[src/design/plt_pkg.sv]
// Shared types and constants for the piecewise-linear table lookup.
// No dependencies; imported by every module of the block.
package plt_pkg;

  localparam int TABLE_DEPTH_DEF = 256;
  localparam int VALUE_WIDTH_DEF = 32;
  localparam int QUEUE_DEPTH     = 4;   // front-to-back command queue
  localparam int RES_DEPTH       = 2;   // result queue
  localparam int QW              = 65;  // product and quotient width
  localparam int DW              = 33;  // divisor width
  localparam int Q_CAP_BIT       = 52;  // quotient at or above 2^52 clips

  localparam logic [1:0] FUNC_WRITE = 2'd0;
  localparam logic [1:0] FUNC_BSRCH = 2'd1;
  localparam logic [1:0] FUNC_RIGHT = 2'd2;
  localparam logic [1:0] FUNC_LEFT  = 2'd3;

  localparam logic [2:0] STAT_INTERP = 3'd0;
  localparam logic [2:0] STAT_EXTRAP = 3'd1;
  localparam logic [2:0] STAT_HELD   = 3'd2;
  localparam logic [2:0] STAT_FEW    = 3'd3;
  localparam logic [2:0] STAT_WRITE  = 3'd4;

  typedef enum logic [2:0] {
    OP_WRITE, OP_FEW, OP_BSEARCH, OP_RIGHT, OP_LEFT
  } op_t;

  typedef struct packed {
    op_t                op;
    logic [7:0]         index;
    logic signed [31:0] px;
    logic signed [31:0] py;
    logic signed [31:0] qx;
  } cmd_t;

  typedef struct packed {
    logic [31:0] value;
    logic [2:0]  status;
    logic [7:0]  cursor;
    logic        sat;
  } res_t;

  typedef enum logic [4:0] {
    ST_IDLE, ST_BS_RD, ST_BS_CMP, ST_BS_END,
    ST_SR_RD, ST_SR_CMP, ST_SL0_RD, ST_SL0_CMP, ST_SL_RD, ST_SL_CMP,
    ST_HOLD_RD, ST_HOLD_LAT,
    ST_IP_RD1, ST_IP_RD2, ST_IP_LAT, ST_IP_PREP, ST_IP_MUL, ST_IP_START,
    ST_IP_DIV, ST_IP_FIN, ST_OUT
  } state_t;

endpackage

[src/design/plt_front.sv]
// Front end: accepts items, classifies them and queues commands for the back end.
// Depends on plt_pkg.
module plt_front #(
  parameter int TABLE_DEPTH = plt_pkg::TABLE_DEPTH_DEF
) (
  input  logic                              clk,
  input  logic                              rst,
  input  logic                              push,
  output logic                              full,
  input  logic [1:0]                        func,
  input  logic [7:0]                        point_index,
  input  logic signed [31:0]                point_x,
  input  logic signed [31:0]                point_y,
  input  logic signed [31:0]                query_x,
  input  logic [$clog2(TABLE_DEPTH+1)-1:0]  n,
  output logic                              cmd_valid,
  input  logic                              cmd_ready,
  output plt_pkg::cmd_t                     cmd
);
  import plt_pkg::*;

  localparam int NW = $clog2(TABLE_DEPTH + 1);
  localparam int PW = $clog2(QUEUE_DEPTH);

  cmd_t          q [QUEUE_DEPTH];
  logic [PW-1:0] wp, rp;
  logic [PW:0]   count;
  cmd_t          incoming;
  logic          do_push, do_pop;

  always_comb begin
    incoming.index = point_index;
    incoming.px    = point_x;
    incoming.py    = point_y;
    incoming.qx    = query_x;
    if (func == FUNC_WRITE) begin
      incoming.op = OP_WRITE;
    end else if (n < NW'(2)) begin
      incoming.op = OP_FEW;
    end else begin
      case (func)
        FUNC_BSRCH: incoming.op = OP_BSEARCH;
        FUNC_RIGHT: incoming.op = OP_RIGHT;
        default:    incoming.op = OP_LEFT;
      endcase
    end
  end

  assign full      = (count == (PW+1)'(QUEUE_DEPTH));
  assign cmd_valid = (count != '0);
  assign cmd       = q[rp];
  assign do_push   = push && !full;
  assign do_pop    = cmd_valid && cmd_ready;

  always_ff @(posedge clk) begin
    if (do_push) begin
      q[wp] <= incoming;
    end
  end

  always_ff @(posedge clk) begin
    if (rst) begin
      wp    <= '0;
      rp    <= '0;
      count <= '0;
    end else begin
      if (do_push) wp <= wp + PW'(1);
      if (do_pop)  rp <= rp + PW'(1);
      case ({do_push, do_pop})
        2'b10:   count <= count + (PW+1)'(1);
        2'b01:   count <= count - (PW+1)'(1);
        default: count <= count;
      endcase
    end
  end

endmodule

[config.mk]
export PLATFORM = sky130hd
export DESIGN_NAME = plt_front
export DESIGN_NICKNAME = d
export VERILOG_FILES = /design/src/design/plt_pkg.sv /design/src/design/plt_front.sv
export SDC_FILE = /design/constraint.sdc
export NUM_CORES = 1
export LEC_CHECK = 0
export BUFFER_PORTS_ARGS = -buffer_cell sky130_fd_sc_hd__buf_2
export CAP_MARGIN = 5
export CORE_MARGIN = 5
export CORE_UTILIZATION = 57
export CTS_CLUSTER_SIZE = 12
export DETAILED_ROUTE_END_ITERATION = 8
export GPL_TIMING_DRIVEN = 1
export HOLD_SLACK_MARGIN = 0.02
export PLACE_DENSITY = 0.88
export SLEW_MARGIN = 20
export SYNTH_ARGS = -nofsm -noshare
export SYNTH_HDL_FRONTEND = slang
export SYNTH_SLANG_ARGS = --single-unit
[constraint.sdc]
create_clock -name clk -period 4.6 [get_ports clk]
set_input_delay 0.92 -clock clk [delete_from_list [all_inputs] [get_ports clk]]
set_output_delay 0.92 -clock clk [all_outputs]
set_load 0.03 [all_outputs]
Word level (Yosys, flattened, before mapping):

Memories as Yosys holds them, arrays and structs flattened. A register that Yosys moved wholly into a read port is not among the register bits.
Index checks and enable logic that the tools add are counted.
Widths: inputs -> output; s select.

* input port bits: 119
* bits in registers: 7
* memories: 1
* memory bits (writable): 428
* output and inout port bits: 109

* $add $sub $neg: 4
* muxes and demuxes: 8
* $lt $le $gt $ge: 1
* reduce and logical (&&, ||, !) cells: 6
* equal/unequal tests: 5

Memory list
* q: words 4, width 107, read ports 1, clocked after Yosys merged registers in 1, write ports 1, line plt_front.sv:25 `cmd_t q [QUEUE_DEPTH];`

Operator list (count)
* $pmux 3 s2: 2
* $lt 9x2->1 const B: 1
* $mux 3: 2
* $add 2x1->2 const B: 2
* $eq 2x1->1 const B: 2
* $eq 2x2->1 const B: 2
* $mux 2: 2
* $add 3x1->3 const B: 1
* $eq 3x3->1 const B: 1
* $reduce_bool 3->1: 1
* $sub 3x1->3 const B: 1
* $logic_and 1x1->1: 2
* $logic_not 2->1: 1
* $mux 1: 2
* $reduce_bool 2->1: 1
* $logic_not 1->1: 1

Longest topological paths before layout:

* depth in word-level cells: 5
* depth in mapped cells: 9
* depth with buffers taken out: 9

Worst setup path after synthesis:

No wires, ideal clock.

* path kind: input-to-reg
* start: input push
* end: memory q[2][0] (netlist bit), enable pin
* setup time: 0.478 ns
* setup slack: 0.404 ns
* arrival time: 3.718 ns
* cell stages on the path: 3
* cell sequence: inv_1 -> nor2_1 -> and2_1

* word-level cells in the longest chain between the ends: 3

Ends and longest elaborated chain
* start: declaration: line plt_front.sv:8 `input logic push,`
* $logic_and 1x1->1: line plt_front.sv:52 `assign do_push = push && !full;`
* $mux 1: line plt_front.sv:56 `if (do_push) begin`
* $mux 1 (not written as such): line plt_front.sv:57 `q[wp] <= incoming;`
* end: declaration: line plt_front.sv:25

No other way between the ends.

==> metrics <==
layout cell share with drive strength beyond 1=0.448; CTS Root Cell=clkbuf_16; Longest Clk Path Bufs=3; Mapped Area=16000 µm²; Worst Path Arrival=2.36 ns; 1st-iter DRT viols=477; final setup vio count=0; Fin Setup TNS=0 ns; Clock power frac=0.291; Area Growth Syn to Fin=18.3%; Post-synth EDFFs=428; # DRC=0; worst stage delay on the critical path=0.76 ns; Max-slew headroom=0.465; Starting Density=0.576; most frequent cells in the layout=edfxtp_1 (428), buf_2 (226), mux4_2 (107); switching pwr=3.27 mW; Remaining Overflow, GRT=0; pin count of the biggest net entering global routing=66; HP Start=wp[1]$_SDFFE_PP0P_; hold_buf cts=0; Worst-Margin Slew=0.803 ns; crit path cell chain=buf_12, mux4_2, buf_2; PwrDens=587 nW/µm²; final period utilization=0.712; antenna violations before repair=7; Max Cap Viol=0; Seq/Total Area, Yosys=0.817; nets=1004; Synth cell types=26; total wire length=29600 µm; most common cell after layout, fill and taps aside=edfxtp_1; fmax=0.305 GHz; PortBufs=226; Post-CTS Repair Setup Buffers=0; Worst Hold Depth=2; Post-Place Setup Slack=1.61 ns; area leader, netlist=edfxtp_1; FF-to-FF path depth=4; Post-synth ARST share=0; status=finished, final reports clean; CTS tree=built; syn nets=746; Routed wire per std cell=23.2 µm; FF/Latch Area=13000 µm²; Filler cells=1690; Syn Inst Count=620; post_cts resized=0; Net Sw Frac=0.296; RSZ-0062 raised after global routing=no; Worst Path Required=3.68 ns; Synth area leaders=edfxtp_1 (81%), mux4_2 (15%), dfxtp_1 (1.1%), ha_1 (0.47%), buf_2 (0.38%); Post-Route Utilization=0.681; total number of yosys warnings=0; crit path max-delay cell type=dfxtp_4; height of the chip=177 µm; Critical Path End Type=primary output; final setup margin=1.32 ns; HPWL after detailed placement=17800 µm; Critical Path Fanout Max=65; drt pass-1 iters=5; Worst Clk Skew=0.0102 ns; total CTS buffers=44; area taken by multi-input logic gates=2740 µm²; core area=27700 µm²; Die ar.=31400 µm²; syn_area_per_cell=25.7 µm²; Crit Path Class=flip-flop to primary output; All-Layer GR Usage=0.191; via count=7230; DRT antenna net count=0; first-pass GRT wire length=45500 µm; Routability Congestion=0.701; DR vias/cell=5.66; VDD IR max=0.429 mV; leakage=6.32 nW; H-tree levels=2; leading register cell type out of synthesis=edfxtp_1; Seq cells post-synth=437; Yosys top cell area share=0.806; Final Hold Viols=0; vias in the first global route=7959; Startpoint Class=flip-flop; Reg power frac=0.440; Min-Delay Path Class=flip-flop to flip-flop; max-slew violations=0; I/O pin total=228; FP Rows=61; P_int=7.80 mW; Clock Latency Late Sink=0.51 ns; Clk pin slew, worst setup/hold paths=0.06 ns; Gate power share=0.268; Die Wd=177 µm; reg2reg start=count[0]$_SDFFE_PP0P_; Num Clock Sinks=437; Tmin final=3.28 ns
cell usage after synthesis (3+ instances only):
cell	count
clkbuf_1	7
ha_1	6
and2_1	4
dfxtp_1	9
xor2_1	3
edfxtp_1	428
a21oi_1	3
nor2_1	8
buf_2	12
buf_8	4
mux4_2	107
inv_1	9
or3_1	3
worst max-delay path, delay by kind of cell (launching register included):
family,cells,cell delay (ns)
flops,1,0.76
mux,1,0.39
buf+inv,2,0.64
power by group through the flow:
| stage | clock (mW) | sequential, mW | combinational (mW) |
|---|---|---|---|
| detailed placement | 0 | 4.96 | 3.02 |
| finish | 3.23 | 4.88 | 2.97 |
| global route | 3.49 | 4.90 | 3.17 |
| floorplan | 0 | 4.93 | 2.26 |
| global placement | 0 | 4.93 | 2.99 |
| CTS | 3.30 | 4.88 | 3.03 |
per-layer routing:
metal,global-route usage,share of wire
met1,0.249,0.38
met2,0.321,0.50
met3,0.0597,0.091
met4,0.0480,0.022
met5,0,0.0022
registers in the layout, indices dropped and copies added, names as in the netlist, named ones only:
| signal | count |
|---|---|
| count | 3 |
| q | 428 |
| wp | 2 |
| rp | 2 |
layout make-up:
class | instances | share of cell area
inverters | 9 | 0.00179
repair buffers | 237 | 0.0689
clock inverters | 6 | 0.00404
well taps | 378 | 0.0251
diodes | 2 | 0.000265
flip-flops and latches | 437 | 0.691
clock buffers | 59 | 0.0640
multi-input cells | 149 | 0.145
logic make-up after synthesis:
logic type                 synth area share
muxes                                 0.152
AOI/OAI and AO/OA                   0.00267
adders and majority gates           0.00596
buffers and inverters                0.0122
xor gates and xnor gates            0.00220
DFF                                   0.817
and+or+nand+nor                     0.00761
per-stage QoR:
step	instances	power, mW	cell area, µm²	hold WS (ns)
floorplan	620	7.18	16000	0.482
global placement	1210	7.92	17600	0.495
detailed placement	1210	7.98	17600	0.523
CTS	1275	11.2	18900	0.534
global route	1276	11.6	18900	0.571
finish	1277	11.1	18900	0.537
final timing paths:
check	endpoint	slack (ns)
setup / recovery	cmd[36]	1.32
hold / removal	wp[1]$_SDFFE_PP0P_	0.54
setup reg to reg	q[1][101]$_DFFE_PP_	2.14
hold reg to reg	wp[1]$_SDFFE_PP0P_	0.54
Note: power is estimated with default switching activity, not from simulation.
